==> config.mk <==
export PLATFORM = sky130hd
export DESIGN_NAME = uyvy_letterbox_fit_addressing
export DESIGN_NICKNAME = d
export VERILOG_FILES = /design/src/sv/ulfa_pkg.sv /design/src/sv/ulfa_div_pipe.sv /design/src/sv/uyvy_letterbox_fit_addressing.sv
export VERILOG_INCLUDE_DIRS = /design/src /design/src/sv
export SDC_FILE = /design/constraint.sdc
export NUM_CORES = 2
export LEC_CHECK = 0
export BUFFER_PORTS_ARGS = -buffer_cell sky130_fd_sc_hd__buf_2
export CORE_ASPECT_RATIO = 1.4
export CORE_MARGIN = 2
export CORE_UTILIZATION = 61
export CTS_CLUSTER_SIZE = 10
export DETAILED_ROUTE_END_ITERATION = 7
export HOLD_SLACK_MARGIN = 0.06
export PLACE_DENSITY = 0.78
export SLEW_MARGIN = 20
export SYNTH_ARGS = -nofsm -noshare
export SYNTH_HDL_FRONTEND = slang
export SYNTH_SLANG_ARGS = --single-unit
==> constraint.sdc <==
create_clock -name clock -period 70.9 [get_ports clock]
set_input_delay 10.635 -clock clock [delete_from_list [all_inputs] [get_ports clock]]
set_output_delay 10.635 -clock clock [all_outputs]
set_load 0.05 [all_outputs]
==> src/sv/uyvy_letterbox_fit_addressing_defines.svh <==
// assertion macros shared by the letterbox addressing rtl
`ifndef UYVY_LETTERBOX_FIT_ADDRESSING_DEFINES_SVH
`define UYVY_LETTERBOX_FIT_ADDRESSING_DEFINES_SVH

// same-cycle implication, disabled during reset
`define ULFA_ASSERT_IMPLY(label, clk, rst, a, c, msg) \
   label: assert property (@(posedge clk) disable iff (rst) (a) |-> (c)) else $error(msg);

// next-cycle implication, disabled during reset
`define ULFA_ASSERT_NEXT(label, clk, rst, a, c, msg) \
   label: assert property (@(posedge clk) disable iff (rst) (a) |=> (c)) else $error(msg);

`endif

==> src/sv/ulfa_pkg.sv <==
// constants, types and the divider step shared by the letterbox addressing rtl
package ulfa_pkg;

   localparam int OUT_WIDTH_PIXELS = 640;
   localparam int OUT_HEIGHT_LINES = 480;

   // coordinate and size width, covers the 13-bit source registers
   localparam int DIM_W    = 13;
   localparam int NUM_W    = 2 * DIM_W;
   localparam int STEPS    = DIM_W;
   localparam int STRIDE_W = 16;
   localparam int OFS_W    = 28;
   localparam int LINE_W   = 9;
   localparam int PAIR_W   = 9;
   localparam int PX_W     = PAIR_W + 1;
   localparam int ADDR_W   = 4;

   localparam logic [DIM_W-1:0] FRAME_W = DIM_W'(OUT_WIDTH_PIXELS);
   localparam logic [DIM_W-1:0] FRAME_H = DIM_W'(OUT_HEIGHT_LINES);

   localparam logic [1:0] REG_SOURCE_WIDTH   = 2'd0;
   localparam logic [1:0] REG_SOURCE_HEIGHT  = 2'd1;
   localparam logic [1:0] REG_LINE_STRIDE    = 2'd2;
   localparam logic [1:0] REG_STACKED_FIELDS = 2'd3;

   typedef struct packed {
      logic valid;
      logic pad;
   } ctl_type;

   // one restoring division step: {quotient bit, new remainder}
   function automatic logic [DIM_W:0] div_step(input logic [DIM_W-1:0] rem,
                                               input logic bit_in,
                                               input logic [DIM_W-1:0] dvs);
      logic [DIM_W:0] t;
      logic [DIM_W:0] d;
      t = {rem, bit_in};
      d = t - {1'b0, dvs};
      if (t >= {1'b0, dvs}) begin
         return {1'b1, d[DIM_W-1:0]};
      end
      return {1'b0, t[DIM_W-1:0]};
   endfunction

endpackage

==> src/sv/ulfa_div_pipe.sv <==
// two-lane pipelined restoring divider, one quotient bit per stage
module ulfa_div_pipe
   import ulfa_pkg::*;
(
   input  logic             clock,
   input  logic             reset,
   input  logic             en,
   input  ctl_type          ctl_i,
   input  logic [NUM_W-1:0] num_x,
   input  logic [NUM_W-1:0] num_y,
   input  logic [DIM_W-1:0] dvs_x,
   input  logic [DIM_W-1:0] dvs_y,
   output ctl_type          ctl_o,
   output logic [DIM_W-1:0] q_x,
   output logic [DIM_W-1:0] q_y
);

   ctl_type          ctl_ff   [STEPS];
   logic [DIM_W-1:0] rem_x_ff [STEPS];
   logic [DIM_W-1:0] rem_y_ff [STEPS];
   logic [DIM_W-1:0] lo_x_ff  [STEPS];
   logic [DIM_W-1:0] lo_y_ff  [STEPS];
   logic [DIM_W-1:0] q_x_ff   [STEPS];
   logic [DIM_W-1:0] q_y_ff   [STEPS];

   for (genvar k = 0; k < STEPS; k++) begin : g_stage
      ctl_type          ci;
      logic [DIM_W-1:0] rx, ry, lx, ly, qx, qy;
      logic [DIM_W:0]   rs_x, rs_y;

      if (k == 0) begin : g_first
         // quotient is known to fit DIM_W bits, so the top half starts as remainder
         assign ci = ctl_i;
         assign rx = num_x[NUM_W-1:DIM_W];
         assign ry = num_y[NUM_W-1:DIM_W];
         assign lx = num_x[DIM_W-1:0];
         assign ly = num_y[DIM_W-1:0];
         assign qx = '0;
         assign qy = '0;
      end else begin : g_next
         assign ci = ctl_ff[k-1];
         assign rx = rem_x_ff[k-1];
         assign ry = rem_y_ff[k-1];
         assign lx = lo_x_ff[k-1];
         assign ly = lo_y_ff[k-1];
         assign qx = q_x_ff[k-1];
         assign qy = q_y_ff[k-1];
      end

      assign rs_x = div_step(rx, lx[DIM_W-1], dvs_x);
      assign rs_y = div_step(ry, ly[DIM_W-1], dvs_y);

      always_ff @(posedge clock) begin
         if (reset) begin
            ctl_ff[k].valid <= 1'b0;
         end else if (en) begin
            ctl_ff[k].valid <= ci.valid;
         end
      end

      always_ff @(posedge clock) begin
         if (en) begin
            ctl_ff[k].pad <= ci.pad;
            rem_x_ff[k]   <= rs_x[DIM_W-1:0];
            rem_y_ff[k]   <= rs_y[DIM_W-1:0];
            lo_x_ff[k]    <= {lx[DIM_W-2:0], 1'b0};
            lo_y_ff[k]    <= {ly[DIM_W-2:0], 1'b0};
            q_x_ff[k]     <= {qx[DIM_W-2:0], rs_x[DIM_W]};
            q_y_ff[k]     <= {qy[DIM_W-2:0], rs_y[DIM_W]};
         end
      end
   end

   assign ctl_o = ctl_ff[STEPS-1];
   assign q_x   = q_x_ff[STEPS-1];
   assign q_y   = q_y_ff[STEPS-1];

endmodule

==> src/sv/uyvy_letterbox_fit_addressing.sv <==
// Letterbox addressing for a fixed UYVY output frame: each item is an output line and
// pixel-pair index, each result a padding flag and the nearest-neighbor source byte
// offset. One item is accepted per cycle and its result is presented through 18 register
// stages: input capture, region test, scale multiply, the 13-stage quotient pipeline that
// scales x and y, clamping and the offset multiply-add. A stalled result holds the whole
// pipeline. After reset and after every register write the fit (size and offsets) is
// recomputed by a sequential divider (the division is skipped when the source is stacked
// or a size is zero), during which req_tready stays low.
`include "uyvy_letterbox_fit_addressing_defines.svh"

module uyvy_letterbox_fit_addressing
   import ulfa_pkg::*;
(
   input  logic              clock,
   input  logic              reset,
   input  logic              req_tvalid,
   output logic              req_tready,
   input  logic [23:0]       req_tdata,   // out_line [8:0], out_pair [17:9], zero [23:18]
   output logic              rsp_tvalid,
   input  logic              rsp_tready,
   output logic [31:0]       rsp_tdata,   // source_offset [27:0], zero [31:28]
   output logic              rsp_tuser,   // is_padding
   input  logic              csr_psel,
   input  logic              csr_penable,
   input  logic              csr_pwrite,
   input  logic [ADDR_W-1:0] csr_paddr,
   input  logic [31:0]       csr_pwdata,
   output logic [31:0]       csr_prdata,
   output logic              csr_pready
);

   typedef enum logic [2:0] {
      FIT_MUL, FIT_DEC, FIT_DIV, FIT_SET, FIT_OFS, FIT_IDLE
   } fit_state_type;

   logic [DIM_W-1:0]    sw_ff, sh_ff;
   logic [STRIDE_W-1:0] stride_ff;
   logic                stacked_ff;
   logic                wr;

   assign csr_pready = 1'b1;
   assign wr = csr_psel && csr_penable && csr_pwrite;

   always_ff @(posedge clock) begin
      if (reset) begin
         sw_ff      <= FRAME_W;
         sh_ff      <= FRAME_H;
         stride_ff  <= STRIDE_W'(1280);
         stacked_ff <= 1'b0;
      end else if (wr) begin
         case (csr_paddr[3:2])
            REG_SOURCE_WIDTH:   sw_ff      <= csr_pwdata[DIM_W-1:0];
            REG_SOURCE_HEIGHT:  sh_ff      <= csr_pwdata[DIM_W-1:0];
            REG_LINE_STRIDE:    stride_ff  <= csr_pwdata[STRIDE_W-1:0];
            REG_STACKED_FIELDS: stacked_ff <= csr_pwdata[0];
            default: ;
         endcase
      end
   end

   always_comb begin
      case (csr_paddr[3:2])
         REG_SOURCE_WIDTH:   csr_prdata = 32'(sw_ff);
         REG_SOURCE_HEIGHT:  csr_prdata = 32'(sh_ff);
         REG_LINE_STRIDE:    csr_prdata = 32'(stride_ff);
         REG_STACKED_FIELDS: csr_prdata = 32'(stacked_ff);
         default:            csr_prdata = '0;
      endcase
   end

   // fit computation
   fit_state_type    fit_state_ff;
   logic [NUM_W-1:0] pa_ff, pb_ff;
   logic [DIM_W-1:0] frem_ff, flo_ff, fq_ff, fdvs_ff;
   logic [3:0]       fcnt_ff;
   logic             ftgt_w_ff;
   logic [DIM_W-1:0] ow_ff, oh_ff, ox_ff, oy_ff, lim_ff;
   logic             fit_ok_ff;
   logic [DIM_W:0]   fstep;
   logic [DIM_W-1:0] fw_diff;

   assign fstep   = div_step(frem_ff, flo_ff[DIM_W-1], fdvs_ff);
   assign fw_diff = FRAME_W - ow_ff;

   always_ff @(posedge clock) begin
      if (reset) begin
         fit_state_ff <= FIT_MUL;
         fit_ok_ff    <= 1'b0;
      end else if (wr) begin
         fit_state_ff <= FIT_MUL;
         fit_ok_ff    <= 1'b0;
      end else begin
         case (fit_state_ff)
            FIT_MUL: begin
               pa_ff        <= NUM_W'(sw_ff) * NUM_W'(FRAME_H);
               pb_ff        <= NUM_W'(sh_ff) * NUM_W'(FRAME_W);
               fit_state_ff <= FIT_DEC;
            end
            FIT_DEC: begin
               fcnt_ff <= '0;
               if (sw_ff == '0 || sh_ff == '0) begin
                  ow_ff        <= '0;
                  oh_ff        <= '0;
                  fit_state_ff <= FIT_OFS;
               end else if (stacked_ff) begin
                  ow_ff        <= FRAME_W;
                  oh_ff        <= FRAME_H;
                  fit_state_ff <= FIT_OFS;
               end else if (pa_ff > pb_ff) begin
                  ftgt_w_ff    <= 1'b0;
                  frem_ff      <= pb_ff[NUM_W-1:DIM_W];
                  flo_ff       <= pb_ff[DIM_W-1:0];
                  fdvs_ff      <= sw_ff;
                  fit_state_ff <= FIT_DIV;
               end else begin
                  ftgt_w_ff    <= 1'b1;
                  frem_ff      <= pa_ff[NUM_W-1:DIM_W];
                  flo_ff       <= pa_ff[DIM_W-1:0];
                  fdvs_ff      <= sh_ff;
                  fit_state_ff <= FIT_DIV;
               end
            end
            FIT_DIV: begin
               frem_ff <= fstep[DIM_W-1:0];
               flo_ff  <= {flo_ff[DIM_W-2:0], 1'b0};
               fq_ff   <= {fq_ff[DIM_W-2:0], fstep[DIM_W]};
               fcnt_ff <= fcnt_ff + 4'd1;
               if (fcnt_ff == 4'(STEPS - 1)) begin
                  fit_state_ff <= FIT_SET;
               end
            end
            FIT_SET: begin
               if (ftgt_w_ff) begin
                  ow_ff <= {fq_ff[DIM_W-1:1], 1'b0};
                  oh_ff <= FRAME_H;
               end else begin
                  ow_ff <= FRAME_W;
                  oh_ff <= {fq_ff[DIM_W-1:1], 1'b0};
               end
               fit_state_ff <= FIT_OFS;
            end
            FIT_OFS: begin
               ox_ff        <= {1'b0, fw_diff[DIM_W-1:2], 1'b0};
               oy_ff        <= (FRAME_H - oh_ff) >> 1;
               lim_ff       <= (sw_ff >= DIM_W'(2)) ? sw_ff - DIM_W'(2) : '0;
               fit_ok_ff    <= (ow_ff != '0) && (oh_ff != '0);
               fit_state_ff <= FIT_IDLE;
            end
            FIT_IDLE: ;
            default: fit_state_ff <= FIT_MUL;
         endcase
      end
   end

   // item pipeline, one global advance enable
   logic en;
   assign en         = !rsp_tvalid || rsp_tready;
   assign req_tready = en && (fit_state_ff == FIT_IDLE);

   logic              v1_ff;
   logic [LINE_W-1:0] line1_ff;
   logic [PX_W-1:0]   px1_ff;

   always_ff @(posedge clock) begin
      if (reset) begin
         v1_ff <= 1'b0;
      end else if (en) begin
         v1_ff <= req_tvalid && req_tready;
      end
   end

   always_ff @(posedge clock) begin
      if (en) begin
         line1_ff <= req_tdata[LINE_W-1:0];
         px1_ff   <= {req_tdata[LINE_W+PAIR_W-1:LINE_W], 1'b0};
      end
   end

   // region test and offsets into the fitted window
   ctl_type          ctl2_ff;
   logic [DIM_W-1:0] dx2_ff, dy2_ff;
   logic [DIM_W:0]   ln_e, px_e, ox_e, oy_e;
   logic             in_region;

   assign ln_e = (DIM_W+1)'(line1_ff);
   assign px_e = (DIM_W+1)'(px1_ff);
   assign ox_e = {1'b0, ox_ff};
   assign oy_e = {1'b0, oy_ff};
   assign in_region = fit_ok_ff && (ln_e >= oy_e) && (ln_e < oy_e + {1'b0, oh_ff})
                      && (px_e >= ox_e) && (px_e < ox_e + {1'b0, ow_ff});

   always_ff @(posedge clock) begin
      if (reset) begin
         ctl2_ff.valid <= 1'b0;
      end else if (en) begin
         ctl2_ff.valid <= v1_ff;
      end
   end

   always_ff @(posedge clock) begin
      if (en) begin
         ctl2_ff.pad <= !in_region;
         dx2_ff      <= px_e[DIM_W-1:0] - ox_ff;
         dy2_ff      <= ln_e[DIM_W-1:0] - oy_ff;
      end
   end

   // scale numerators
   ctl_type          ctl3_ff;
   logic [NUM_W-1:0] nx3_ff, ny3_ff;

   always_ff @(posedge clock) begin
      if (reset) begin
         ctl3_ff.valid <= 1'b0;
      end else if (en) begin
         ctl3_ff.valid <= ctl2_ff.valid;
      end
   end

   always_ff @(posedge clock) begin
      if (en) begin
         ctl3_ff.pad <= ctl2_ff.pad;
         nx3_ff      <= NUM_W'(dx2_ff) * NUM_W'(sw_ff);
         ny3_ff      <= NUM_W'(dy2_ff) * NUM_W'(sh_ff);
      end
   end

   ctl_type          ctl4;
   logic [DIM_W-1:0] qx4, qy4;

   ulfa_div_pipe u_div (
      .clock (clock),
      .reset (reset),
      .en    (en),
      .ctl_i (ctl3_ff),
      .num_x (nx3_ff),
      .num_y (ny3_ff),
      .dvs_x (ow_ff),
      .dvs_y (oh_ff),
      .ctl_o (ctl4),
      .q_x   (qx4),
      .q_y   (qy4)
   );

   // rounding, clamping and field mapping
   ctl_type          ctl5_ff;
   logic [DIM_W-1:0] sx5_ff, sy5_ff;
   logic [DIM_W-1:0] sx_even, sh_half;
   logic [DIM_W:0]   sy_map;

   assign sx_even = {qx4[DIM_W-1:1], 1'b0};
   assign sh_half = sh_ff >> 1;
   assign sy_map  = stacked_ff ? (DIM_W+1)'(qy4 >> 1) + (qy4[0] ? {1'b0, sh_half} : '0)
                               : {1'b0, qy4};

   always_ff @(posedge clock) begin
      if (reset) begin
         ctl5_ff.valid <= 1'b0;
      end else if (en) begin
         ctl5_ff.valid <= ctl4.valid;
      end
   end

   always_ff @(posedge clock) begin
      if (en) begin
         ctl5_ff.pad <= ctl4.pad;
         sx5_ff      <= (sx_even > lim_ff) ? lim_ff : sx_even;
         sy5_ff      <= (sy_map >= {1'b0, sh_ff}) ? sh_ff - DIM_W'(1) : sy_map[DIM_W-1:0];
      end
   end

   // byte offset
   logic              v6_ff, pad6_ff;
   logic [OFS_W-1:0]  ofs6_ff;
   logic [OFS_W-1:0]  ofs_sum;

   assign ofs_sum = OFS_W'(OFS_W'(sy5_ff) * OFS_W'(stride_ff)) + OFS_W'({sx5_ff, 1'b0});

   always_ff @(posedge clock) begin
      if (reset) begin
         v6_ff <= 1'b0;
      end else if (en) begin
         v6_ff <= ctl5_ff.valid;
      end
   end

   always_ff @(posedge clock) begin
      if (en) begin
         pad6_ff <= ctl5_ff.pad;
         ofs6_ff <= ctl5_ff.pad ? '0 : ofs_sum;
      end
   end

   assign rsp_tvalid = v6_ff;
   assign rsp_tuser  = pad6_ff;
   assign rsp_tdata  = {{(32-OFS_W){1'b0}}, ofs6_ff};

   `ULFA_ASSERT_IMPLY(a_accept_fit_ready, clock, reset, req_tvalid && req_tready,
      fit_state_ff == FIT_IDLE, "item accepted while fit is being recomputed")
   `ULFA_ASSERT_NEXT(a_write_blocks, clock, reset, wr, !req_tready,
      "input ready right after a register write")
   `ULFA_ASSERT_IMPLY(a_pad_zero, clock, reset, rsp_tvalid && rsp_tuser,
      rsp_tdata == 32'd0, "padding result with nonzero offset")
   `ULFA_ASSERT_IMPLY(a_fit_bounds, clock, reset, fit_ok_ff,
      (ow_ff <= FRAME_W) && (oh_ff <= FRAME_H), "fitted size exceeds frame")

endmodule
==> results.py <==
metrics = {
    "placed_design": {
        "dp.cells": 8277,
        "dpl_cell_area_um2": 75400,
        "io_buffers": 89,
        "place_hpwl_mm": 117,
        "dpl_worst_slack_ns": 47.82,
        "gp_congestion": 0.906,
    },
    "clock_tree": {
        "post_cts_buffers": 0,
        "clkLatencyLatePin_ns": 0.76,
        "clkSlewWorstSetupHoldPaths_ns": 0.05,
        "cts_tree": "built",
        "cts-root-buf": "clkbuf_16",
        "cts-hold-fix-buffers": 0,
        "clk_path_buf_depth": 3,
        "cts_resized": 0,
        "htree_num_levels": 3,
        "clock_sinks": 999,
        "numCtsBuffers": 113,
    },
    "timing": {
        "hold-worst-slack_ns": 0.389,
        "fin_crit_ns": 23.11,
        "fin_crit_sh_pct": 32.6,
        "tightest_slew_ns": 1.12,
        "maxSlewHeadroom_pct": 25.5,
        "fin_skew_ns": 0.0430,
        "tns_ns": 0,
        "fmax_mhz": 43.3,
        "finalHoldViolCount": 0,
        "grt_setup_unrepaired": "false",
        "layout_setup_ws_ns": 47.79,
        "drv_slew": 0,
        "setup-violations-final": 0,
    },
    "global_routing": {
        "antenna_found_initial": 4,
        "grt_pass1_vias": 51000,
        "grt_pass1_wl_mm": 258,
        "track_usage_pct": 26.8,
        "grt-ovfl-total": 0,
        "grt_max_degree": 88,
    },
    "layout": {
        "fin_area_um2": 78700,
        "drive_above_1_share_pct": 6.74,
        "nFillCells": 8765,
        "nNetsFinal": 8024,
        "utilization_pct": 66.1,
        "area_delta_synth_final_pct": 7.71,
        "fin_cells": 8457,
    },
    "synthesis": {
        "synthCells": 6674,
        "ys_seq_area_share_pct": 40.3,
        "yosysUniqueCellTypes": 82,
        "syn_avg_cell_area_um2": 11.0,
        "async_flop_share_pct": 0,
        "synth_edf_count": 947,
        "yosysWarningCount": 0,
        "ys.flop_type": "edfxtp_1",
        "yosysTopAreaCellShare_pct": 38.9,
        "synth-seq-cells": 999,
        "synth_common_cells": "947 x edfxtp_1, 863 x inv_1, 712 x ha_1",
        "yosysMostFrequentCell": "edfxtp_1",
        "synth_top_area_cell": "edfxtp_1",
        "syn_area_um2": 73100,
        "synth_area_leaders": "edfxtp_1 39%, fa_1 12%, ha_1 12%",
    },
    "routing": {
        "drcViolationCount": 0,
        "ant_nets": 0,
        "wirelength_mm": 161,
        "dr.pass1.iters": 5,
        "wl_per_cell_um": 19.1,
        "num_vias": 49300,
        "routed_via_density": 5.83,
        "drt_iter0_markers": 3070,
    },
    "hold_path": {
        "min-delay-start": "u_div.q_x_ff[7][4]$_DFFE_PN_",
        "holdPathEnd": "u_div.q_x_ff[8][5]$_DFFE_PN_",
        "hold_path.class": "reg -> reg",
        "whs_path_depth": 0,
    },
    "die": {
        "rows": 150,
        "ios": 135,
        "dieArea_um2": 123000,
        "die_h_um": 414,
        "die_w_um": 297,
        "initial_core_util_pct": 61.3,
        "core_area_um2": 119000,
    },
    "power_and_ir_drop": {
        "irDropWorstVdd_v": 0.0000334,
        "p_per_area_nw_per_um2": 35.4,
        "fin_total_pwr_mw": 2.79,
        "leakage_nw": 35.2,
    },
    "setup_path": {
        "rr_endpoint": "ofs6_ff[23]$_SDFFCE_PP0N_",
        "crit_arrival_ns": 12.48,
        "worstPathMaxFanout": 74,
        "rr_startpoint": "sy5_ff[3]$_DFFE_PN_",
        "cp-start-kind": "input port",
        "crit_path_max_incr_delay_ns": 0.62,
        "r2r_cells": 23,
        "crit_path_frequent_cell": "buf_2",
        "endpoint_kind": "output port",
        "worstPathCellList": "buf_2 -> nor2b_1 -> inv_8 -> and3_1 -> buf_2",
        "r2r_slack_ns": 64.22,
        "cp_slowest_cell": "nor2b_1",
        "path_class": "in -> out",
        "cp.required_ns": 60.27,
    },
    "status": {
        "status": "complete, no violations",
    },
    "flow_run": {
        "maxCapViolCount": 0,
    },
}
[cells by family after synthesis]
kind of cell             share of synthesized area [%]
other                                           0.0103
buffers and inverters                             5.63
AND/OR/NAND/NOR                                   12.1
AO/OA/AOI/OAI                                     8.42
adder cells (fa/ha/maj)                           24.4
flip-flops                                        40.3
multiplexers                                      5.20
XOR/XNOR                                          3.92
[worst max-delay path, delay by kind of cell]
family	cells	cell delay (ns)
simple gates	2	1.04
buf+inv	3	0.70
[layer usage]
| metal | share of wire [%] | up-vias | track usage (%) |
|---|---|---|---|
| li1 | - | 23100 | - |
| met1 | 38 | 24300 | 30.4 |
| met2 | 52 | 1382 | 48.7 |
| met3 | 4.4 | 447 | 3.53 |
| met4 | 5.8 | 0 | 14.6 |
| met5 | 0 | - | 0 |
[layout by cell type (no fill, tap or decap), types with 43 or more instances in the layout]
| cell | synthesis | layout |
|---|---|---|
| nand2b_1 | 64 | 64 |
| xor2_1 | 100 | 100 |
| a21oi_1 | 269 | 268 |
| buf_2 | 3 | 89 |
| nor3_1 | 108 | 104 |
| inv_1 | 863 | 862 |
| edfxtp_1 | 947 | 947 |
| xnor2_1 | 227 | 227 |
| clkbuf_16 | 0 | 114 |
| o21ai_0 | 192 | 192 |
| clkbuf_1 | 132 | 43 |
| nor2_1 | 337 | 336 |
| nor2b_1 | 121 | 121 |
| buf_4 | 45 | 86 |
| mux2_1 | 142 | 142 |
| and2_1 | 291 | 291 |
| nand2_1 | 680 | 680 |
| dfxtp_1 | 52 | 52 |
| ha_1 | 712 | 712 |
| mux2_2 | 125 | 125 |
| nand4_1 | 69 | 69 |
| o21ai_1 | 76 | 76 |
| fa_1 | 447 | 447 |
| a21boi_1 | 71 | 71 |
| mux2i_1 | 77 | 77 |
| a21o_1 | 98 | 98 |
[worst max-delay path by stage]
stage | cells after the start | slack [ns] | startpoint | end
2_1_floorplan | 4 | 32.18 | rsp_tready | req_tready
3_3_place_gp | 5 | 47.86 | rsp_tready | req_tready
3_5_place_dp | 5 | 47.82 | rsp_tready | req_tready
4_1_cts | 5 | 47.81 | rsp_tready | req_tready
5_1_grt | 5 | 47.73 | rsp_tready | req_tready
6_report | 5 | 47.79 | rsp_tready | req_tready
[power by group]
part / internal (mW) / switching [mW]
Combinational: 0.570 / 0.696
Clock: 0.302 / 0.233
Sequential: 0.883 / 0.105
Total: 1.76 / 1.03
[sequential cells by signal (all words and copies together) (netlist names), 17 cells and up]
name	cells
u_div.rem_y_ff	156
u_div.rem_x_ff	143
u_div.q_y_ff	91
u_div.q_x_ff	90
u_div.lo_y_ff	78
u_div.lo_x_ff	66
ofs6_ff	28
ny3_ff	26
u_div.ctl_ff	26
nx3_ff	25
pa_ff	17
[cell type report]
class	count	area [um2]	share of cell area [%]
antenna	3	7.51	0.00953
clock buffer	159	3040	3.86
clock inverter	16	219	0.278
inverter	863	3250	4.12
multi-input combinational	4644	39600	50.3
sequential	999	29500	37.4
tap	1596	2000	2.54
timing repair buffer	177	1130	1.43
(Power assumes the default switching activity.)
